File: src/tsv_pkg.sv
// Shared types and constants for the text source validator.
`timescale 1ns / 1ps
package tsv_pkg;

  localparam int CNT_W    = 25;
  localparam int TEXT_W   = 25;
  localparam int MAX_W    = 24;
  localparam int RATIO_W  = 8;
  localparam int PROD_W   = CNT_W + RATIO_W;
  localparam int WIDE_W   = ((CNT_W > MAX_W) ? CNT_W : MAX_W) + 1;
  localparam int CFG_IDX_W = 1;

  localparam logic [CNT_W-1:0]  CNT_MAX  = {CNT_W{1'b1}};
  localparam logic [TEXT_W-1:0] TEXT_MAX = {TEXT_W{1'b1}};

  localparam logic [MAX_W-1:0]   MAX_SRC_RESET = MAX_W'(4194304);
  localparam logic [RATIO_W-1:0] RATIO_RESET   = RATIO_W'(10);

  localparam logic [CFG_IDX_W-1:0] CFG_MAX_SRC = CFG_IDX_W'(0);
  localparam logic [CFG_IDX_W-1:0] CFG_RATIO   = CFG_IDX_W'(1);

  // Minimum code point class of an open UTF-8 sequence.
  localparam logic [1:0] CLS_NONE = 2'd0;
  localparam logic [1:0] CLS_2B   = 2'd1;
  localparam logic [1:0] CLS_3B   = 2'd2;
  localparam logic [1:0] CLS_4B   = 2'd3;

  localparam logic [20:0] CP_MAX       = 21'h10FFFF;
  localparam logic [20:0] CP_SURR_LO   = 21'h00D800;
  localparam logic [20:0] CP_SURR_HI   = 21'h00DFFF;
  localparam logic [20:0] CP_MIN_2B    = 21'h000080;
  localparam logic [20:0] CP_MIN_3B    = 21'h000800;
  localparam logic [20:0] CP_MIN_4B    = 21'h010000;

  typedef enum logic [2:0] {
    ST_OK        = 3'd0,
    ST_TOO_LARGE = 3'd1,
    ST_BAD_BOM   = 3'd2,
    ST_BINARY    = 3'd3,
    ST_BAD_UTF8  = 3'd4
  } status_t;

  // Summary of one finished source, handed from the scanner to the verdict logic.
  typedef struct packed {
    logic [CNT_W-1:0] raw_count;
    logic [CNT_W-1:0] text_count;
    logic [CNT_W-1:0] ctrl_count;
    logic             zero_seen;
    logic             bom8;
    logic             bad_bom;
    logic             utf_bad;
  } rpt_t;

endpackage

File: src/tsv_scan.sv
// Per-byte scanner: counters, head bytes, UTF-8 decoder and end-of-source summary.
`timescale 1ns / 1ps
module tsv_scan import tsv_pkg::*; (
  input  logic       clk,
  input  logic       rst_n,
  input  logic       go,
  input  logic [7:0] data_byte,
  input  logic       has_byte,
  input  logic       last,
  output rpt_t       rpt
);

  logic [CNT_W-1:0] raw_r, raw_nxt;
  logic [CNT_W-1:0] ctrl_r, ctrl_nxt;
  logic [31:0]      head_r, head_nxt;
  logic [1:0]       pend_r, pend_nxt;
  logic [20:0]      part_r, part_nxt;
  logic [1:0]       cls_r, cls_nxt;
  logic             zero_r, zero_nxt;
  logic             err_r, err_nxt;
  logic [20:0]      cp_min;
  logic             is_ctrl;

  assign is_ctrl = ((data_byte < 8'h20) || (data_byte == 8'h7F)) &&
                   (data_byte != 8'h09) && (data_byte != 8'h0A) && (data_byte != 8'h0D);

  always_comb begin
    case (cls_r)
      CLS_2B:  cp_min = CP_MIN_2B;
      CLS_3B:  cp_min = CP_MIN_3B;
      default: cp_min = CP_MIN_4B;
    endcase
  end

  always_comb begin
    raw_nxt  = raw_r;
    ctrl_nxt = ctrl_r;
    head_nxt = head_r;
    pend_nxt = pend_r;
    part_nxt = part_r;
    cls_nxt  = cls_r;
    zero_nxt = zero_r;
    err_nxt  = err_r;
    if (has_byte) begin
      if (raw_r < CNT_W'(4)) begin
        head_nxt[8*raw_r[1:0] +: 8] = data_byte;
      end
      if (raw_r != CNT_MAX) begin
        raw_nxt = raw_r + 1'b1;
      end
      if (data_byte == 8'h00) begin
        zero_nxt = 1'b1;
      end else if (is_ctrl && (ctrl_r != CNT_MAX)) begin
        ctrl_nxt = ctrl_r + 1'b1;
      end
      // The decoder freezes after its first error.
      if (!err_r) begin
        if (pend_r == 2'd0) begin
          if (data_byte <= 8'h7F) begin
            err_nxt = 1'b0;
          end else if ((data_byte >= 8'hC2) && (data_byte <= 8'hDF)) begin
            pend_nxt = 2'd1;
            part_nxt = 21'(data_byte[4:0]);
            cls_nxt  = CLS_2B;
          end else if ((data_byte >= 8'hE0) && (data_byte <= 8'hEF)) begin
            pend_nxt = 2'd2;
            part_nxt = 21'(data_byte[3:0]);
            cls_nxt  = CLS_3B;
          end else if ((data_byte >= 8'hF0) && (data_byte <= 8'hF4)) begin
            pend_nxt = 2'd3;
            part_nxt = 21'(data_byte[2:0]);
            cls_nxt  = CLS_4B;
          end else begin
            err_nxt = 1'b1;
          end
        end else if (data_byte[7:6] != 2'b10) begin
          err_nxt = 1'b1;
        end else begin
          part_nxt = {part_r[14:0], data_byte[5:0]};
          pend_nxt = pend_r - 2'd1;
          if ((pend_r == 2'd1) &&
              ((part_nxt < cp_min) || (part_nxt > CP_MAX) ||
               ((part_nxt >= CP_SURR_LO) && (part_nxt <= CP_SURR_HI)))) begin
            err_nxt = 1'b1;
          end
        end
      end
    end
  end

  // Summary as it stands once this item's byte is counted.
  always_comb begin
    rpt.raw_count  = raw_nxt;
    rpt.ctrl_count = ctrl_nxt;
    rpt.zero_seen  = zero_nxt;
    rpt.bom8       = (raw_nxt >= CNT_W'(3)) && (head_nxt[7:0] == 8'hEF) &&
                     (head_nxt[15:8] == 8'hBB) && (head_nxt[23:16] == 8'hBF);
    rpt.bad_bom    = ((raw_nxt >= CNT_W'(2)) &&
                      (((head_nxt[7:0] == 8'hFE) && (head_nxt[15:8] == 8'hFF)) ||
                       ((head_nxt[7:0] == 8'hFF) && (head_nxt[15:8] == 8'hFE)))) ||
                     ((raw_nxt >= CNT_W'(4)) && (head_nxt[15:0] == 16'h0000) &&
                      (head_nxt[23:16] == 8'hFE) && (head_nxt[31:24] == 8'hFF));
    rpt.text_count = rpt.bom8 ? (raw_nxt - CNT_W'(3)) : raw_nxt;
    rpt.utf_bad    = err_nxt || (pend_nxt != 2'd0);
  end

  always_ff @(posedge clk) begin
    if (!rst_n || (go && last)) begin
      raw_r  <= '0;
      ctrl_r <= '0;
      head_r <= '0;
      pend_r <= '0;
      part_r <= '0;
      cls_r  <= CLS_NONE;
      zero_r <= 1'b0;
      err_r  <= 1'b0;
    end else if (go) begin
      raw_r  <= raw_nxt;
      ctrl_r <= ctrl_nxt;
      head_r <= head_nxt;
      pend_r <= pend_nxt;
      part_r <= part_nxt;
      cls_r  <= cls_nxt;
      zero_r <= zero_nxt;
      err_r  <= err_nxt;
    end
  end

endmodule

File: src/tsv_verdict.sv
// Verdict logic: size limit, binary test (zero byte or control ratio) and status priority.
`timescale 1ns / 1ps
module tsv_verdict import tsv_pkg::*; (
  input  rpt_t               rpt,
  input  logic [MAX_W-1:0]   max_source_bytes,
  input  logic [RATIO_W-1:0] control_ratio,
  output status_t            status,
  output logic               bom_stripped,
  output logic [TEXT_W-1:0]  text_bytes
);

  logic [PROD_W-1:0] ctrl_weight;
  logic [WIDE_W-1:0] text_wide;
  logic              too_large;
  logic              binary;

  assign ctrl_weight = PROD_W'(rpt.ctrl_count) * PROD_W'(control_ratio);
  assign text_wide   = WIDE_W'(rpt.text_count);
  assign too_large   = WIDE_W'(rpt.raw_count) > WIDE_W'(max_source_bytes);
  assign binary      = (rpt.text_count != '0) &&
                       (rpt.zero_seen || (ctrl_weight > PROD_W'(rpt.text_count)));

  always_comb begin
    if (too_large) begin
      status = ST_TOO_LARGE;
    end else if (rpt.bad_bom) begin
      status = ST_BAD_BOM;
    end else if (binary) begin
      status = ST_BINARY;
    end else if (rpt.utf_bad) begin
      status = ST_BAD_UTF8;
    end else begin
      status = ST_OK;
    end
  end

  assign bom_stripped = rpt.bom8;
  assign text_bytes   = (text_wide > WIDE_W'(TEXT_MAX)) ? TEXT_MAX : text_wide[TEXT_W-1:0];

endmodule

File: src/text_source_validator_top.sv
// Top level of the text source validator: handshakes, pipeline registers, configuration.
// A result moves through the input, summary and output registers, in that order.
// Throughput: one item per cycle; only a last item stalls, and only while a result waits.
// Reset (rst_n low, synchronous) empties the pipeline, clears the scanner state and loads
// max_source_bytes with 4194304 and control_ratio with 10.
`timescale 1ns / 1ps
module text_source_validator_top import tsv_pkg::*; (
  input  logic                 clk,
  input  logic                 rst_n,
  input  logic                 in_valid,
  output logic                 in_stall,
  input  logic [7:0]           in_data_byte,
  input  logic                 in_has_byte,
  input  logic                 in_last,
  output logic                 out_valid,
  input  logic                 out_stall,
  output logic [2:0]           out_status,
  output logic                 out_bom_stripped,
  output logic [TEXT_W-1:0]    out_text_bytes,
  input  logic                 cfg_valid,
  output logic                 cfg_ready,
  input  logic [CFG_IDX_W-1:0] cfg_index,
  input  logic [MAX_W-1:0]     cfg_data
);

  // Configuration registers.
  logic [MAX_W-1:0]   max_src_r;
  logic [RATIO_W-1:0] ratio_r;

  // Input register.
  logic       in_vld_r;
  logic [7:0] in_byte_r;
  logic       in_has_r;
  logic       in_last_r;

  // Summary register between the scanner and the verdict logic.
  logic rpt_vld_r;
  rpt_t rpt_r;
  rpt_t rpt_nxt;

  // Output register.
  logic              out_valid_r;
  logic [2:0]        out_status_r;
  logic              out_bom_r;
  logic [TEXT_W-1:0] out_text_r;

  status_t           vd_status;
  logic              vd_bom;
  logic [TEXT_W-1:0] vd_text;

  logic out_free;
  logic rpt_free;
  logic in_go;
  logic in_free;

  // Each stage moves when the stage after it is empty or moving. An item that is
  // not last only updates the scanner, so it never waits on the result side.
  assign out_free = !out_valid_r || !out_stall;
  assign rpt_free = !rpt_vld_r || out_free;
  assign in_go    = in_vld_r && (!in_last_r || rpt_free);
  assign in_free  = !in_vld_r || in_go;
  assign in_stall = !in_free;

  assign cfg_ready = 1'b1;

  always_ff @(posedge clk) begin
    if (!rst_n) begin
      max_src_r <= MAX_SRC_RESET;
      ratio_r   <= RATIO_RESET;
    end else if (cfg_valid && cfg_ready) begin
      case (cfg_index)
        CFG_MAX_SRC: max_src_r <= cfg_data;
        CFG_RATIO:   ratio_r   <= cfg_data[RATIO_W-1:0];
        default:     max_src_r <= max_src_r;
      endcase
    end
  end

  always_ff @(posedge clk) begin
    if (!rst_n) begin
      in_vld_r <= 1'b0;
    end else if (in_free) begin
      in_vld_r <= in_valid;
    end
    if (in_free && in_valid) begin
      in_byte_r <= in_data_byte;
      in_has_r  <= in_has_byte;
      in_last_r <= in_last;
    end
  end

  tsv_scan u_scan (
    .clk       (clk),
    .rst_n     (rst_n),
    .go        (in_go),
    .data_byte (in_byte_r),
    .has_byte  (in_has_r),
    .last      (in_last_r),
    .rpt       (rpt_nxt)
  );

  always_ff @(posedge clk) begin
    if (!rst_n) begin
      rpt_vld_r <= 1'b0;
    end else if (rpt_free) begin
      rpt_vld_r <= in_go && in_last_r;
    end
    if (in_go && in_last_r) begin
      rpt_r <= rpt_nxt;
    end
  end

  tsv_verdict u_verdict (
    .rpt              (rpt_r),
    .max_source_bytes (max_src_r),
    .control_ratio    (ratio_r),
    .status           (vd_status),
    .bom_stripped     (vd_bom),
    .text_bytes       (vd_text)
  );

  always_ff @(posedge clk) begin
    if (!rst_n) begin
      out_valid_r <= 1'b0;
    end else if (out_free) begin
      out_valid_r <= rpt_vld_r;
    end
    if (rpt_vld_r && out_free) begin
      out_status_r <= vd_status;
      out_bom_r    <= vd_bom;
      out_text_r   <= vd_text;
    end
  end

  assign out_valid        = out_valid_r;
  assign out_status       = out_status_r;
  assign out_bom_stripped = out_bom_r;
  assign out_text_bytes   = out_text_r;

`ifndef SYNTHESIS
  // A result can only appear when a summary was waiting in the stage before it.
  assert property (@(posedge clk) disable iff (!rst_n)
    $rose(out_valid_r) |-> $past(rpt_vld_r))
    else $error("result appeared without a pending summary");

  // The input side only stalls when the input register holds an item that cannot move.
  assert property (@(posedge clk) disable iff (!rst_n)
    in_stall |-> (in_vld_r && in_last_r && rpt_vld_r && !out_free))
    else $error("input stalled without a blocked last item");

  // A summary that cannot move on is held unchanged.
  assert property (@(posedge clk) disable iff (!rst_n)
    (rpt_vld_r && !out_free) |=> (rpt_vld_r && $stable(rpt_r)))
    else $error("blocked summary was lost or changed");
`endif

endmodule
File: config.mk
export PLATFORM = sky130hd
export DESIGN_NAME = text_source_validator_top
export DESIGN_NICKNAME = d
export VERILOG_FILES = /design/src/tsv_pkg.sv /design/src/tsv_scan.sv /design/src/tsv_verdict.sv /design/src/text_source_validator_top.sv
export SDC_FILE = /design/constraint.sdc
export NUM_CORES = 1
export LEC_CHECK = 0
export ABC_AREA = 1
export ABC_CLOCK_PERIOD_IN_PS = 14700
export BUFFER_PORTS_ARGS = -buffer_cell sky130_fd_sc_hd__clkbuf_2
export CORE_ASPECT_RATIO = 0.8
export CORE_MARGIN = 8
export CORE_UTILIZATION = 35
export DETAILED_ROUTE_END_ITERATION = 8
export GPL_TIMING_DRIVEN = 0
export SYNTH_ARGS = -nofsm -noshare
export SYNTH_HDL_FRONTEND = slang
export SYNTH_SLANG_ARGS = --single-unit
export TNS_END_PERCENT = 5
File: constraint.sdc
create_clock -name clk -period 14.7 [get_ports clk]
set_input_delay 2.205 -clock clk [delete_from_list [all_inputs] [get_ports clk]]
set_output_delay 2.205 -clock clk [all_outputs]
set_load 0.01 [all_outputs]
After elaboration in Yosys (flattened, before gate mapping)
Cells that the tools add are included.
{"block": "classes", "reduce_logical": 53, "shift": 2, "n_eq_ne": 22, "bitwise_logic": 3, "order_cmp": 19, "n_mux": 41, "multipliers": 1, "n_addsub": 5}
{"cell": "two-way mux 25 bit", "n": 6}
{"cell": "two-way mux 15 bit", "n": 6}
{"cell": "equality test 8 bit, second input constant", "n": 9}
{"cell": "two-way mux 32 bit", "n": 2}
{"cell": "adder 25 x 1 -> 25 bit, second input constant", "n": 2}
{"cell": "greater-or-equal comparator 25 x 2 -> 1 bit, second input constant", "n": 2}
{"cell": "inequality test 25 bit, second input constant", "n": 2}
{"cell": "negator 5 -> 34 bit", "n": 1}
{"cell": "one-hot mux 17 bit (2 select lines)", "n": 1}
{"cell": "variable shift 8 x 34 -> 32 bit, first input constant", "n": 1}
{"cell": "variable part select 8 x 34 -> 32 bit", "n": 1}
{"cell": "greater-than comparator 33 x 25 -> 1 bit", "n": 1}
{"cell": "multiplier 25 x 8 -> 33 bit", "n": 1}
{"cell": "bitwise mux 32 bit", "n": 1}
{"cell": "two-way mux 2 bit", "n": 13}
{"cell": "greater-or-equal comparator 25 x 3 -> 1 bit, second input constant", "n": 1}
{"cell": "greater-than comparator 25 x 24 -> 1 bit", "n": 1}
{"cell": "greater-than comparator 25 bit, second input constant", "n": 1}
{"cell": "< comparator 25 x 3 -> 1 bit, second input constant", "n": 1}
{"cell": "nonzero test 25 bit", "n": 1}
{"cell": "subtractor 25 x 2 -> 25 bit, second input constant", "n": 1}
{"cell": "greater-or-equal comparator 8 bit, second input constant", "n": 3}
{"cell": "<= comparator 8 bit, second input constant", "n": 3}
{"cell": "inequality test 8 x 4 -> 1 bit, second input constant", "n": 3}
{"cell": "27 further kinds", "n": 82}
{"block": "word_totals", "wordCells": 173, "inputBits": 40, "out_inout_bits": 32, "reg_bits": 256}

Depth between registers and ports, before layout
Gate-level depths: netlist (run 1).
{"block": "depth", "ltp_word": 12, "depth_mapped": 36, "ltp_nobuf": 34}

Cells and area by module
From an unflattened synthesis (run 1), not the netlist that was laid out.
{"block": "unflattened", "hier_cells": 2989, "hier_area_um2": 21590.7}
{"module": "tsv_verdict", "instances": 1, "cells_per_inst": 1346, "seq_area_each_um2": 0.0, "area_per_inst_um2": 8642.0}
{"module": "tsv_scan", "instances": 1, "cells_per_inst": 1360, "seq_area_each_um2": 2062.0, "area_per_inst_um2": 8139.1}
{"module": "text_source_validator_top", "instances": 1, "cells_per_inst": 283, "seq_area_each_um2": 4244.1, "area_per_inst_um2": 4809.6}

Worst setup path before layout (run 1)
OpenSTA, ideal clock, no wires.
{"block": "synth_path", "kind": "register to register", "start": "register ratio_r[7]", "end": "register out_status_r[0], in the netlist out_status[0] (data pin)", "path_buffers": 2, "path_slack_ns": 8.853, "setup_ns": 0.260, "t_required_ns": 14.440, "stages_incl_launch_ff": 29, "t_arrival_ns": 5.586, "period_less_slack_ns": 5.847, "path_cell_list": "dfxtp_1 > clkbuf_1 > clkbuf_1 > nand2_1 > fa_1 > fa_1 > inv_1 > fa_1 > inv_1 > fa_1 > inv_1 > ha_1 > nand2_1 > inv_1 > a21oi_1 > o21bai_1 > a31oi_1 > o21ai_0 > xor2_1 > ha_1 > nand2_1 > nor4b_1 > nand4_1 > nand2_1 > nand3b_1 > nor2_1 > nand3_1 > nand2_1 > o21ai_0"}
{"block": "synth_via", "elab_chain_cells": 6}
{"element": "start, declared", "line": "text_source_validator_top.sv:28", "rtl": "logic [RATIO_W-1:0] ratio_r;"}
{"element": "start signal, assigned", "line": "text_source_validator_top.sv:73", "rtl": "CFG_RATIO: ratio_r <= cfg_data[RATIO_W-1:0];"}
{"element": "multiplier 25 x 8 -> 33 bit", "line": "tsv_verdict.sv:17", "rtl": "assign ctrl_weight = PROD_W'(rpt.ctrl_count) * PROD_W'(control_ratio);"}
{"element": "greater-than comparator 33 x 25 -> 1 bit", "line": "tsv_verdict.sv:21", "rtl": "(rpt.zero_seen || (ctrl_weight > PROD_W'(rpt.text_count)));"}
{"element": "logical OR 1 bit", "line": "tsv_verdict.sv:21"}
{"element": "logical AND 1 bit", "line": "tsv_verdict.sv:20", "rtl": "assign binary = (rpt.text_count != '0) &&"}
{"element": "two-way mux 2 bit", "line": "tsv_verdict.sv:28", "rtl": "end else if (binary) begin"}
{"element": "two-way mux 2 bit", "line": "tsv_verdict.sv:26", "rtl": "end else if (rpt.bad_bom) begin"}
{"element": "end signal, assigned", "line": "text_source_validator_top.sv:129", "rtl": "out_status_r <= vd_status;"}
{"element": "end, declared", "line": "text_source_validator_top.sv:43", "rtl": "logic [2:0] out_status_r;"}
Every way passes these cells.
A chain may end at the register's enable or synchronous reset.

Worst setup path after layout (run 1)
Same ends and word-level chain as after synthesis.

==> impl_metrics.prom, run 1 <==
# TYPE chip_impl_metric gauge
chip_impl_info{name="timing.critical_path.slowest_stage_cell",value="sky130_fd_sc_hd__fa_1"} 1
chip_impl_metric{name="floorplan.core_area",unit="mm^2"} 0.05956
chip_impl_metric{name="portBuffers",unit=""} 70
chip_impl_metric{name="grt_max_degree",unit=""} 51
chip_impl_metric{name="endpoint_arrival_time_on_the_critical_path",unit="ps"} 7410
chip_impl_info{name="synth.area.top_cells",value="sky130_fd_sc_hd__edfxtp_1 17%, sky130_fd_sc_hd__dfxtp_1 13%, sky130_fd_sc_hd__fa_1 13%"} 1
chip_impl_metric{name="register_to_register_path_depth",unit=""} 28
chip_impl_metric{name="synth_top_cell_area_share",unit="%"} 16.84
chip_impl_metric{name="synth_edf_count",unit=""} 118
chip_impl_info{name="root_buf_cell",value="sky130_fd_sc_hd__clkbuf_16"} 1
chip_impl_metric{name="layout.cell_area.non_filler",unit="mm^2"} 0.02339
chip_impl_metric{name="final.fill_count",unit=""} 6275
chip_impl_metric{name="dieArea",unit="mm^2"} 0.06828
chip_impl_metric{name="crit_fanout",unit=""} 10
chip_impl_metric{name="post-dp-hpwl",unit="um"} 49310
chip_impl_metric{name="placementRows",unit=""} 80
chip_impl_metric{name="die_height",unit="um"} 235.3
chip_impl_info{name="leading_cell_type_by_number_of_instances_after_synthesis",value="sky130_fd_sc_hd__nand2_1"} 1
chip_impl_metric{name="dr_vias_cell",unit=""} 4.876
chip_impl_metric{name="final_antenna_net_count",unit=""} 0
chip_impl_metric{name="final_period_minus_worst_setup_slack",unit="ps"} 7138
chip_impl_info{name="critPathCapture",value="out_status[0]"} 1
chip_impl_metric{name="syn_nets",unit=""} 3205
chip_impl_metric{name="num-nets-final",unit=""} 3307
chip_impl_metric{name="grt_pass1_vias",unit=""} 17550
chip_impl_metric{name="ys_warn_count",unit=""} 0
chip_impl_info{name="synth_common_cells",value="666 x sky130_fd_sc_hd__nand2_1, 608 x sky130_fd_sc_hd__inv_1, 235 x sky130_fd_sc_hd__nor2_1"} 1
chip_impl_metric{name="post_cts_setup_inserts",unit=""} 0
chip_impl_info{name="timing.critical_path.to_type",value="flip-flop"} 1
chip_impl_metric{name="power.density",unit="mW/mm^2"} 117.4
chip_impl_metric{name="period_share",unit="%"} 48.56
chip_impl_metric{name="ys_seq_area_share",unit="%"} 29.96
chip_impl_info{name="status",value="finished, final reports clean"} 1
chip_impl_metric{name="synth_cell_type_count",unit=""} 50
chip_impl_info{name="r2r-end",value="out_status[0]"} 1
chip_impl_info{name="critical_path.startpoint",value="ratio_r[7]"} 1
chip_impl_metric{name="worstPathRequired",unit="ps"} 14970
chip_impl_info{name="timing.critical_path.from_type",value="flip-flop"} 1
chip_impl_metric{name="final_max_slew_viol_count",unit=""} 0
chip_impl_metric{name="cts_hold_buffers",unit=""} 0
chip_impl_info{name="ys.flop_type",value="sky130_fd_sc_hd__dfxtp_1"} 1
chip_impl_metric{name="initial_drc_count",unit=""} 1537
chip_impl_metric{name="worst-slew-pin-transition",unit="ps"} 1098
chip_impl_metric{name="async_flop_share",unit="%"} 0
chip_impl_info{name="clock_tree_from_tritoncts",value="done"} 1
chip_impl_metric{name="route.detailed.drc",unit=""} 0
chip_impl_metric{name="clock_tree.htree_level_count",unit=""} 1
chip_impl_metric{name="timing.reg2reg.setup_slack",unit="ps"} 7560
chip_impl_metric{name="remaining_global_route_overflow",unit=""} 0
chip_impl_metric{name="cts_made_buffers",unit=""} 28
chip_impl_metric{name="pin_count",unit=""} 72
chip_impl_info{name="yosys.area.top_type",value="sky130_fd_sc_hd__edfxtp_1"} 1
chip_impl_metric{name="placement.cell_area",unit="mm^2"} 0.02243
chip_impl_metric{name="clkSinkCount",unit=""} 256
chip_impl_info{name="cp_common_cell",value="sky130_fd_sc_hd__nand2_1"} 1
chip_impl_metric{name="drv_cap",unit=""} 0
chip_impl_metric{name="initial_utilization",unit="%"} 35.34
chip_impl_metric{name="timing.final.setup_violations",unit=""} 0
chip_impl_metric{name="clockBufferDepth",unit=""} 3
chip_impl_metric{name="irDropWorstVdd",unit="mV"} 0.09850
chip_impl_info{name="timing.hold.worst.class",value="flip-flop to flip-flop"} 1
chip_impl_info{name="path_class",value="flip-flop to flip-flop"} 1
chip_impl_metric{name="area.growth.synth_to_final",unit="%"} 11.14
chip_impl_metric{name="post_synth.cell_area_avg",unit="um^2"} 7.230
chip_impl_metric{name="wl_per_cell",unit="um"} 16.10
chip_impl_metric{name="finalSetupTns",unit="ps"} 0
chip_impl_metric{name="clock-skew-final",unit="ps"} 33.84
chip_impl_metric{name="synth.cell_area",unit="mm^2"} 0.02105
chip_impl_metric{name="routed-via-count",unit=""} 18600
chip_impl_metric{name="layout-drive-gt1-share",unit="%"} 6.689
chip_impl_metric{name="dieWidth",unit="um"} 290.2
chip_impl_metric{name="synthCells",unit=""} 2911
chip_impl_metric{name="grt_use_total",unit="%"} 17.51
chip_impl_metric{name="route.final.wire_length",unit="um"} 61410
chip_impl_metric{name="leakagePower",unit="nW"} 11.83
chip_impl_metric{name="gp_congestion",unit=""} 0.9407
chip_impl_info{name="rsz_0062_raised_after_global_routing",value="false"} 1
chip_impl_metric{name="timing.slew.headroom",unit="%"} 26.56
chip_impl_info{name="critical_path.reg2reg.startpoint",value="ratio_r[7]"} 1
chip_impl_metric{name="skew_pair_late_insertion_delay",unit="ps"} 580
chip_impl_metric{name="hold_violations",unit=""} 0
chip_impl_metric{name="grt_pass1_wl",unit="um"} 97640
chip_impl_metric{name="achievable-frequency",unit="GHz"} 0.1401
chip_impl_metric{name="ys_ff_latch",unit=""} 256
chip_impl_metric{name="clk_transition_reported_paths",unit="ps"} 70
chip_impl_metric{name="first_pass_iters",unit=""} 5
chip_impl_metric{name="antenna-diode-count",unit=""} 0
chip_impl_metric{name="cts.repair.resized",unit=""} 0
chip_impl_metric{name="largest_stage_delay_on_the_critical_path",unit="ps"} 560
chip_impl_metric{name="number_of_antenna_violations_at_the_first_check_in_global_routing",unit=""} 1
[through the flow]
stage	setup slack (ps)	total power (W)	utilization (%)	hold WS (ps)	instances
2_1_floorplan	8853	0.001687	-	400.3	2911
3_3_place_gp	7518	0.002005	37.56	404.0	3760
3_5_place_dp	7487	0.002016	37.67	414.7	3762
4_1_cts	7463	0.002760	39.28	430.4	3814
5_1_grt	7031	0.002976	39.28	433.1	3814
6_report	7562	0.002747	39.28	430.6	3814
[layer usage]
layer | global-route usage [%] | routed length, um | vias to the layer above
li1 | - | - | 9270
met1 | 26.52 | 30670 | 8630
met2 | 25.65 | 24710 | 636
met3 | 3.637 | 5218 | 61
met4 | 2.803 | 815 | 0
met5 | 0 | 0 | -
[flip-flops by register name, indices dropped and copies added, names as in the netlist]
| signal | count |
|---|---|
| out_bom_stripped | 1 |
| u_scan.part_r | 15 |
| u_scan.head_r | 32 |
| out_text_bytes | 25 |
| in_byte_r | 8 |
| u_scan.pend_r | 2 |
| in_last_r | 1 |
| in_vld_r | 1 |
| max_src_r | 24 |
| u_scan.zero_r | 1 |
| u_scan.ctrl_r | 25 |
| u_scan.cls_r | 2 |
| out_valid | 1 |
| rpt_vld_r | 1 |
| out_status | 3 |
| ratio_r | 8 |
| in_has_r | 1 |
| u_scan.raw_r | 25 |
| rpt_r | 79 |
| u_scan.err_r | 1 |
[cell type report]
cell class | count | area, um^2 | share of cell area, %
multi-input cells | 1891 | 11810 | 50.51
flip-flops and latches | 256 | 6306 | 26.96
inverters | 630 | 2367 | 10.12
well taps | 779 | 974.7 | 4.167
clock buffers | 33 | 729.5 | 3.118
plain buffers | 134 | 573.1 | 2.450
repair buffers | 72 | 397.9 | 1.701
clock inverters | 19 | 229.0 | 0.9789
[critical path, delay by kind of cell (launching register included)]
kind	cells	cell delay, ps
AOI/OAI and AO/OA	5	1080
and+or+nand+nor	10	1390
DFF	1	310
buffers and inverters	6	1140
adders and majority gates	6	2780
xor gates and xnor gates	1	170
[worst min-delay path by stage]
stage          depth (start not counted)  startpoint  slack (ps)                to
2_1_floorplan                          0    rpt_r[2]         400  out_bom_stripped
3_3_place_gp                           0    rpt_r[2]         400  out_bom_stripped
3_5_place_dp                           0    rpt_r[2]         410  out_bom_stripped
4_1_cts                                0    rpt_r[2]         430  out_bom_stripped
5_1_grt                                0    rpt_r[2]         430  out_bom_stripped
6_report                               0    rpt_r[2]         430  out_bom_stripped
[layout by cell type, fill, tap and decap left out, drive strengths merged, types with 18 or more instances in the layout]
master	count
ha	116
clkinv	18
nor2	252
nand4	68
clkbuf	215
fa	138
inv	627
xor2	39
o21ai	197
nand2	680
dfxtp	138
edfxtp	118
nand3	125
nor3	42
a21oi	162
buf	24
[kinds of logic after synthesis]
group | after synthesis | share of synthesized area, %
AOI/OAI and AO/OA | 399 | 10.04
xor gates and xnor gates | 48 | 1.998
adders and majority gates | 254 | 20.02
buffers and inverters | 764 | 13.96
DFF | 256 | 29.96
other | 1 | 0.01782
and+or+nand+nor | 1189 | 24.00
[report_power, final]
group          internal [W]  switching, W
sequential         0.000781     0.0000235
clock              0.000430      0.000307
combinational      0.000421      0.000784
total               0.00163       0.00111
(Power assumes the default switching activity.)
==> run 2: changes to the inputs <==
Settings changed: ABC_AREA 1 to 0, ABC_CLOCK_PERIOD_IN_PS 14700 to 6700.
Clock period 14.7 ns to 6.7 ns, I/O delays scaled along.
==> run 2 against run 1 <==
  * The run now ends with capacitance limit, slew limit left
  * Wire length fell by 5.4%
  * Die area fell by 5.2%
  * Clock power rose by 100%
  * Critical path depth fell by 2
  * Via count fell by 11%
  * Power rose by 30%
  * Sequential share of layout area rose by 0.61 points
  * Clock skew fell by 9.3 ps
  * First-iteration DRC count rose by 1.0%
  * Non-clock buffer count rose by 36
  * Critical path type unchanged
==> impl_metrics.prom, run 2 <==
# TYPE chip_impl_metric gauge
chip_impl_metric{name="dieWidth",unit="um"} 282.5
chip_impl_metric{name="netSwitchingFraction",unit="%"} 25.88
chip_impl_info{name="yosys.area.top_type",value="sky130_fd_sc_hd__edfxtp_1"} 1
chip_impl_metric{name="power.density",unit="mW/mm^2"} 156.0
chip_impl_metric{name="crit_fanout",unit=""} 6
chip_impl_info{name="r2r-end",value="out_status[1]"} 1
chip_impl_metric{name="routed-via-count",unit=""} 16490
chip_impl_metric{name="die_height",unit="um"} 229.2
chip_impl_info{name="clock_tree_from_tritoncts",value="done"} 1
chip_impl_metric{name="synth_edf_count",unit=""} 118
chip_impl_metric{name="final_max_slew_viol_count",unit=""} 5
chip_impl_metric{name="placement.cell_area",unit="mm^2"} 0.02125
chip_impl_metric{name="clock_tree.htree_level_count",unit=""} 1
chip_impl_metric{name="antenna-diode-count",unit=""} 0
chip_impl_metric{name="worst_slack",unit="ps"} 146.6
chip_impl_info{name="root_buf_cell",value="sky130_fd_sc_hd__clkbuf_16"} 1
chip_impl_metric{name="gp_congestion",unit=""} 0.9337
chip_impl_metric{name="floorplan.core_area",unit="mm^2"} 0.05641
chip_impl_metric{name="worst-slew-pin-transition",unit="ps"} 1588
chip_impl_metric{name="synth_cell_type_count",unit=""} 87
chip_impl_metric{name="drv_cap",unit=""} 1
chip_impl_metric{name="multi_input_area",unit="mm^2"} 0.01258
chip_impl_metric{name="cts_hold_buffers",unit=""} 0
chip_impl_metric{name="timing.reg2reg.setup_slack",unit="ps"} 150
chip_impl_metric{name="period_share",unit="%"} 97.81
chip_impl_metric{name="skew_pair_late_insertion_delay",unit="ps"} 560
chip_impl_info{name="commonest_non_fill_non_tap_cell_in_the_layout",value="sky130_fd_sc_hd__nand2_1"} 1
chip_impl_metric{name="hold_violations",unit=""} 0
chip_impl_info{name="hp-start",value="u_scan.head_r[19]"} 1
chip_impl_metric{name="clock-skew-final",unit="ps"} 24.57
chip_impl_metric{name="grt_max_degree",unit=""} 60
chip_impl_metric{name="syn_nets",unit=""} 2518
chip_impl_metric{name="worstPathRequired",unit="ps"} 6990
chip_impl_metric{name="synth.cell_area",unit="mm^2"} 0.01989
chip_impl_info{name="mostFrequentLayoutCells",value="268 x sky130_fd_sc_hd__nand2_1, 235 x sky130_fd_sc_hd__inv_1, 144 x sky130_fd_sc_hd__and2_1"} 1
chip_impl_metric{name="grt_use_total",unit="%"} 17.41
chip_impl_metric{name="comb_power_share",unit="%"} 11.5
chip_impl_metric{name="final_antenna_net_count",unit=""} 0
chip_impl_info{name="synth_common_cells",value="273 x sky130_fd_sc_hd__nand2_1, 238 x sky130_fd_sc_hd__inv_1, 150 x sky130_fd_sc_hd__and2_1"} 1
chip_impl_metric{name="register_to_register_path_depth",unit=""} 26
chip_impl_metric{name="internal_power",unit="W"} 0.002654
chip_impl_metric{name="place_ws",unit="ps"} -1592
chip_impl_metric{name="timing.final.setup_violations",unit=""} 0
chip_impl_info{name="path_class",value="flip-flop to flip-flop"} 1
chip_impl_info{name="ys.flop_type",value="sky130_fd_sc_hd__dfxtp_1"} 1
chip_impl_metric{name="grt_pass1_vias",unit=""} 16160
chip_impl_info{name="timing.critical_path.to_type",value="flip-flop"} 1
chip_impl_info{name="timing.hold.worst.class",value="flip-flop to flip-flop"} 1
chip_impl_metric{name="timing.slew.headroom",unit="%"} -6.764
chip_impl_metric{name="dr_vias_cell",unit=""} 5.243
chip_impl_metric{name="finalNonFillerCells",unit=""} 3144
chip_impl_metric{name="p_clk_share",unit="%"} 41.4
chip_impl_metric{name="placementRows",unit=""} 78
chip_impl_metric{name="route.final.wire_length",unit="um"} 58120
chip_impl_metric{name="largest_reg_flops",unit=""} 79
chip_impl_metric{name="layout-drive-gt1-share",unit="%"} 12.29
chip_impl_metric{name="irDropWorstVdd",unit="mV"} 0.1892
chip_impl_metric{name="layout.cell_area.non_filler",unit="mm^2"} 0.02295
chip_impl_info{name="leading_cell_type_by_number_of_instances_after_synthesis",value="sky130_fd_sc_hd__nand2_1"} 1
chip_impl_metric{name="portBuffers",unit=""} 70
chip_impl_metric{name="power_frac_seq",unit="%"} 47.0
chip_impl_metric{name="grt_pass1_wl",unit="um"} 90450
chip_impl_metric{name="num-nets-final",unit=""} 2658
chip_impl_metric{name="number_of_antenna_violations_at_the_first_check_in_global_routing",unit=""} 0
chip_impl_metric{name="dieArea",unit="mm^2"} 0.06477
chip_impl_metric{name="post_synth.cell_area_avg",unit="um^2"} 8.944
chip_impl_info{name="status",value="finished, violations left"} 1
chip_impl_metric{name="async_flop_share",unit="%"} 0
chip_impl_metric{name="clockBufferDepth",unit=""} 3
chip_impl_metric{name="leakagePower",unit="nW"} 9.391
chip_impl_metric{name="post-dp-hpwl",unit="um"} 44930
chip_impl_metric{name="ys_seq_area_share",unit="%"} 31.70
chip_impl_metric{name="final_period_minus_worst_setup_slack",unit="ps"} 6553
chip_impl_metric{name="placedCellCount",unit=""} 3056
chip_impl_metric{name="achievable-frequency",unit="GHz"} 0.1526
chip_impl_metric{name="register_area",unit="mm^2"} 0.006329
chip_impl_info{name="synth.area.top_cells",value="sky130_fd_sc_hd__edfxtp_1 18%, sky130_fd_sc_hd__dfxtp_1 14%, sky130_fd_sc_hd__fa_1 14%"} 1
chip_impl_info{name="worstHoldEndpoint",value="u_scan.head_r[19]"} 1
chip_impl_metric{name="final.fill_count",unit=""} 5592
chip_impl_info{name="critical_path.reg2reg.startpoint",value="ratio_r[5]"} 1
chip_impl_metric{name="route.detailed.drc",unit=""} 0
chip_impl_metric{name="first_pass_iters",unit=""} 6
chip_impl_info{name="timing.critical_path.from_type",value="flip-flop"} 1
chip_impl_metric{name="endpoint_arrival_time_on_the_critical_path",unit="ps"} 6840
chip_impl_metric{name="switching_power",unit="W"} 0.0009268
chip_impl_metric{name="timing.hold.worst_path_depth",unit=""} 2
chip_impl_metric{name="finalPower",unit="W"} 0.003581
chip_impl_info{name="reg.largest.list",value="rpt_r (79), u_scan.head_r (32)"} 1
chip_impl_info{name="failed_checks",value="capacitance limit, slew limit"} 1
chip_impl_metric{name="ys_ff_latch",unit=""} 256
chip_impl_metric{name="remaining_global_route_overflow",unit=""} 0
chip_impl_metric{name="initial_drc_count",unit=""} 1553
chip_impl_metric{name="synthCells",unit=""} 2224
chip_impl_metric{name="area.growth.synth_to_final",unit="%"} 15.39
chip_impl_metric{name="pin_count",unit=""} 72
chip_impl_metric{name="cts_made_buffers",unit=""} 27
chip_impl_metric{name="initial_utilization",unit="%"} 35.26
chip_impl_info{name="largest-register",value="rpt_r"} 1
chip_impl_metric{name="synth_top_cell_area_share",unit="%"} 17.81
chip_impl_metric{name="clkSinkCount",unit=""} 256
chip_impl_metric{name="ys_warn_count",unit=""} 0
chip_impl_metric{name="clk_transition_reported_paths",unit="ps"} 60
chip_impl_metric{name="wl_per_cell",unit="um"} 18.49
chip_impl_metric{name="layout.core_utilization",unit="%"} 40.69
==> run 2: layout make-up <==
| cell class | count | area share [%] |
|---|---|---|
| repair buffers | 119 | 3.320 |
| plain buffers | 123 | 2.551 |
| well taps | 760 | 4.143 |
| flip-flops and latches | 256 | 27.57 |
| clock buffers | 39 | 3.271 |
| clock inverters | 10 | 0.4415 |
| inverters | 238 | 3.903 |
| multi-input cells | 1599 | 54.80 |
==> run 2: cell families after synthesis <==
kind of cell             Yosys count  share of synthesized area (%)
AND/OR/NAND/NOR                  882                          23.23
XOR/XNOR                         124                          5.498
buffers and inverters            369                          7.202
other                              1                        0.01885
AO/OA/AOI/OAI                    332                          10.86
adder cells (fa/ha/maj)          254                          21.19
multiplexers                       6                         0.3082
flip-flops                       256                          31.70
==> run 2: metal layers <==
layer	track usage [%]	vias to the layer above	share of wire (%)	wire length (um)
li1	-	7804	-	-
met2	25.45	575	41	23830
met4	3.684	0	2.1	1220
met3	4.400	87	8.9	5161
met1	25.58	8019	48	27910
met5	0	-	0	0
==> run 2: worst max-delay path by stage <==
stage | start | to | slack (ps) | depth (start not counted)
after floorplan | ratio_r[7] | out_status[1] | 260 | 26
after global placement | ratio_r[6] | out_status[1] | -1620 | 25
after detailed placement | ratio_r[6] | out_status[1] | -1590 | 25
after CTS | ratio_r[4] | out_status[1] | 3 | 26
after global routing | ratio_r[5] | out_status[1] | -110 | 26
final | ratio_r[5] | out_status[1] | 150 | 26
==> run 2: per-stage QoR <==
step / TNS (ps) / hold slack (ps)
final: 0 / 452.8
after global routing: -223.2 / 448.9
after CTS: 0 / 446.6
after detailed placement: -4116 / 414.9
after global placement: -4204 / 423.5
after floorplan: 0 / 400.3
==> run 2: power groups by stage <==
stage	logic [W]	registers, W	clock network (W)
2_1_floorplan	0.000247	0.00171	0
3_3_place_gp	0.000365	0.00172	0
3_5_place_dp	0.000376	0.00172	0
4_1_cts	0.000393	0.00169	0.00151
5_1_grt	0.000454	0.00169	0.00158
6_report	0.000413	0.00168	0.00148
==> run 2: timing repair <==
action                                  4_1_cts  5_1_grt
endpoints found under the setup margin        3        3
pin swaps                                     8       51
resized for setup                            60       89
setup buffers                                15       32
gates cloned                                  0        0
==> run 2: critical path, stage by stage (launching register included) <==
cell and delay, ps:
sky130_fd_sc_hd__dfxtp_4 390, sky130_fd_sc_hd__buf_4 150, sky130_fd_sc_hd__and2_4 150, sky130_fd_sc_hd__fa_1 500, sky130_fd_sc_hd__fa_1 530, sky130_fd_sc_hd__fa_1 520
sky130_fd_sc_hd__inv_1 60, sky130_fd_sc_hd__fa_1 540, sky130_fd_sc_hd__inv_1 70, sky130_fd_sc_hd__ha_4 270, sky130_fd_sc_hd__a2111oi_4 270, sky130_fd_sc_hd__o21ai_1 130
sky130_fd_sc_hd__buf_4 160, sky130_fd_sc_hd__a21oi_4 180, sky130_fd_sc_hd__a21oi_4 90, sky130_fd_sc_hd__a21oi_2 210, sky130_fd_sc_hd__xnor2_2 110, sky130_fd_sc_hd__ha_1 330
sky130_fd_sc_hd__nand4_1 100, sky130_fd_sc_hd__or3_4 400, sky130_fd_sc_hd__nor4_4 280, sky130_fd_sc_hd__nand2_1 100, sky130_fd_sc_hd__nand2_2 120, sky130_fd_sc_hd__o2111ai_4 160
sky130_fd_sc_hd__o31ai_4 210, sky130_fd_sc_hd__buf_6 160, sky130_fd_sc_hd__a21boi_0 80
==> run 3: changes to the inputs <==
Settings changed: BUFFER_PORTS_ARGS -buffer_cell sky130_fd_sc_hd__clkbuf_2 to unset, DONT_BUFFER_PORTS set to 1.
==> run 3 against run 2 <==
  * The run ends with capacitance limit left
  * Final cell count fell by 1.9%
  * Design area shrank 0.26%
  * Power is 3.1% higher
  * Combinational power is 3% lower
  * Critical path depth stayed put
  * Wire length grew 0.13%
  * Largest power group unchanged
  * Highest routed layer unchanged
==> impl_metrics.prom, run 3 (synthesis results as in run 2) <==
# TYPE chip_impl_metric gauge
chip_impl_metric{name="remaining_global_route_overflow",unit=""} 0
chip_impl_metric{name="gp_congestion",unit=""} 0.9419
chip_impl_metric{name="grt_max_degree",unit=""} 58
chip_impl_metric{name="hold_violations",unit=""} 0
chip_impl_metric{name="worst-slew-pin-transition",unit="ps"} 1474
chip_impl_metric{name="grt_pass1_vias",unit=""} 15580
chip_impl_metric{name="pin_count",unit=""} 72
chip_impl_info{name="timing.critical_path.from_type",value="flip-flop"} 1
chip_impl_metric{name="final_antenna_net_count",unit=""} 0
chip_impl_metric{name="clk_transition_reported_paths",unit="ps"} 70
chip_impl_metric{name="skew_pair_late_insertion_delay",unit="ps"} 560
chip_impl_metric{name="finalSetupTns",unit="ps"} 0
chip_impl_metric{name="clockBufferDepth",unit=""} 3
chip_impl_metric{name="route.final.wire_length",unit="um"} 58200
chip_impl_info{name="mostFrequentLayoutCells",value="270 x sky130_fd_sc_hd__nand2_1, 233 x sky130_fd_sc_hd__inv_1, 138 x sky130_fd_sc_hd__nor2_1"} 1
chip_impl_info{name="status",value="finished, violations left"} 1
chip_impl_metric{name="route.detailed.drc",unit=""} 0
chip_impl_metric{name="dr_vias_cell",unit=""} 5.279
chip_impl_info{name="largest-register",value="rpt_r"} 1
chip_impl_metric{name="crit_fanout",unit=""} 10
chip_impl_metric{name="largest_stage_delay_on_the_critical_path",unit="ps"} 560
chip_impl_metric{name="fin_hold_ws",unit="ps"} 445.8
chip_impl_metric{name="grt_use_total",unit="%"} 17.05
chip_impl_metric{name="antenna-diode-count",unit=""} 0
chip_impl_metric{name="drv_cap",unit=""} 1
chip_impl_metric{name="area.growth.synth_to_final",unit="%"} 15.10
chip_impl_metric{name="die_height",unit="um"} 229.2
chip_impl_metric{name="grt_pass1_wl",unit="um"} 88350
chip_impl_metric{name="clock-skew-final",unit="ps"} 17.62
chip_impl_info{name="path_class",value="flip-flop to flip-flop"} 1
chip_impl_metric{name="leakagePower",unit="nW"} 9.235
chip_impl_metric{name="clock_tree.htree_level_count",unit=""} 1
chip_impl_metric{name="cts_made_buffers",unit=""} 28
chip_impl_info{name="timing.critical_path.to_type",value="flip-flop"} 1
chip_impl_info{name="rsz_0062_raised_after_global_routing",value="true"} 1
chip_impl_metric{name="number_of_antenna_violations_at_the_first_check_in_global_routing",unit=""} 2
chip_impl_metric{name="placementRows",unit=""} 78
chip_impl_info{name="failed_checks",value="capacitance limit"} 1
chip_impl_metric{name="dieArea",unit="mm^2"} 0.06477
chip_impl_metric{name="power.density",unit="mW/mm^2"} 161.2
chip_impl_metric{name="largest_reg_flops",unit=""} 79
chip_impl_metric{name="initial_utilization",unit="%"} 35.26
chip_impl_info{name="timing.hold.worst.class",value="flip-flop to flip-flop"} 1
chip_impl_info{name="cp_common_cell",value="sky130_fd_sc_hd__fa_1"} 1
chip_impl_metric{name="post-dp-hpwl",unit="um"} 44840
chip_impl_metric{name="worst-path-buf-inv",unit=""} 6
chip_impl_metric{name="endpoint_arrival_time_on_the_critical_path",unit="ps"} 6930
chip_impl_metric{name="timing.final.setup_violations",unit=""} 0
chip_impl_metric{name="first_pass_iters",unit=""} 5
chip_impl_metric{name="clkSinkCount",unit=""} 256
chip_impl_metric{name="num-nets-final",unit=""} 2597
chip_impl_metric{name="period_share",unit="%"} 97.12
chip_impl_info{name="clock_tree_from_tritoncts",value="done"} 1
chip_impl_metric{name="worstPathRequired",unit="ps"} 7120
chip_impl_metric{name="final_period_minus_worst_setup_slack",unit="ps"} 6507
chip_impl_info{name="root_buf_cell",value="sky130_fd_sc_hd__clkbuf_16"} 1
chip_impl_info{name="timing.critical_path.slowest_stage_cell",value="sky130_fd_sc_hd__fa_1"} 1
chip_impl_info{name="commonest_non_fill_non_tap_cell_in_the_layout",value="sky130_fd_sc_hd__nand2_1"} 1
chip_impl_metric{name="floorplan.core_area",unit="mm^2"} 0.05641
chip_impl_metric{name="layout-drive-gt1-share",unit="%"} 10.75
chip_impl_metric{name="wl_per_cell",unit="um"} 18.86
chip_impl_metric{name="final_max_slew_viol_count",unit=""} 0
chip_impl_metric{name="dieWidth",unit="um"} 282.5
chip_impl_metric{name="irDropWorstVdd",unit="mV"} 0.1873
chip_impl_metric{name="portBuffers",unit=""} 0
chip_impl_info{name="reg.largest.list",value="rpt_r (79), u_scan.head_r (32)"} 1
chip_impl_info{name="crit_family",value="adder cells"} 1
chip_impl_metric{name="initial_drc_count",unit=""} 1433
chip_impl_metric{name="achievable-frequency",unit="GHz"} 0.1537
chip_impl_metric{name="timing.slew.headroom",unit="%"} 0.9016
chip_impl_metric{name="routed-via-count",unit=""} 16290
==> run 3: changes by cell type in the layout (fill, tap and decap cells not counted), moves of 3 or more <==
cell                        delta
sky130_fd_sc_hd__buf_6         +5
sky130_fd_sc_hd__and2_1        -8
sky130_fd_sc_hd__clkbuf_2     -67
sky130_fd_sc_hd__ha_4          +4
sky130_fd_sc_hd__buf_8         +3
sky130_fd_sc_hd__clkinv_4      +3
sky130_fd_sc_hd__clkbuf_16     +6
sky130_fd_sc_hd__inv_2         +3
sky130_fd_sc_hd__ha_1          -3
sky130_fd_sc_hd__and2_4        +8
sky130_fd_sc_hd__clkbuf_1      -7
==> run 3: path summary, 6_finish.rpt <==
check	from	endpoint	slack, ps	cells after the start
worst max register to register	ratio_r[5]	out_status[2]	190	26
worst max-delay path	ratio_r[5]	out_status[2]	190	26
worst min register to register	rpt_r[2]	out_bom_stripped	450	0
worst min-delay path	rpt_r[2]	out_bom_stripped	450	0
==> run 3: routing by layer <==
layer	track usage (%)	wire length [um]
met1	25.24	27610
met2	24.64	24220
met3	4.583	5347
met4	3.285	1013
met5	0	0
==> run 3: cell type report <==
cell class	instances	area, um^2
Sequential cell	256	6329
Timing Repair Buffer	57	503.0
Tap cell	760	950.9
Clock inverter	12	108.9
Inverter	238	895.9
Buffer	123	619.3
Clock buffer	40	862.1
Fill cell	5550	33510
Multi-Input combinational cell	1599	12630
==> run 3: per-stage QoR <==
step | std cells | setup WS (ps) | power [W] | utilization, % | area, um^2
2_1_floorplan | 2224 | 264.9 | 0.001956 | - | 19890
4_1_cts | 3046 | 11.99 | 0.003701 | 39.24 | 22140
3_5_place_dp | 2986 | -1686 | 0.002078 | 37.06 | 20900
3_3_place_gp | 2984 | -1586 | 0.002071 | 36.95 | 20840
6_report | 3085 | 193.0 | 0.003691 | 40.59 | 22890
5_1_grt | 3085 | -47.68 | 0.003829 | 40.59 | 22890
==> run 3: worst reg2reg max path: cells and delay by family, from the launching register on <==
kind / cells / cell delay [ps]
DFF: 1 / 430
buffers and inverters: 6 / 640
AOI/OAI and AO/OA: 6 / 1180
and+or+nand+nor: 7 / 1240
adders and majority gates: 6 / 2750
xor gates and xnor gates: 1 / 150
==> run 3: repair_timing <==
action                                  CTS  global route
setup buffers                            13            40
gates cloned                              0             2
pin swaps                                 7            74
resized for setup                        60           121
hold buffers                              0             0
endpoints found under the setup margin    3             3
==> run 3: power breakdown <==
group          internal (W)  leakage, nW  switching (W)
Combinational      0.000140         6.33       0.000261
Sequential          0.00166         2.41      0.0000279
Clock              0.000942        0.489       0.000662
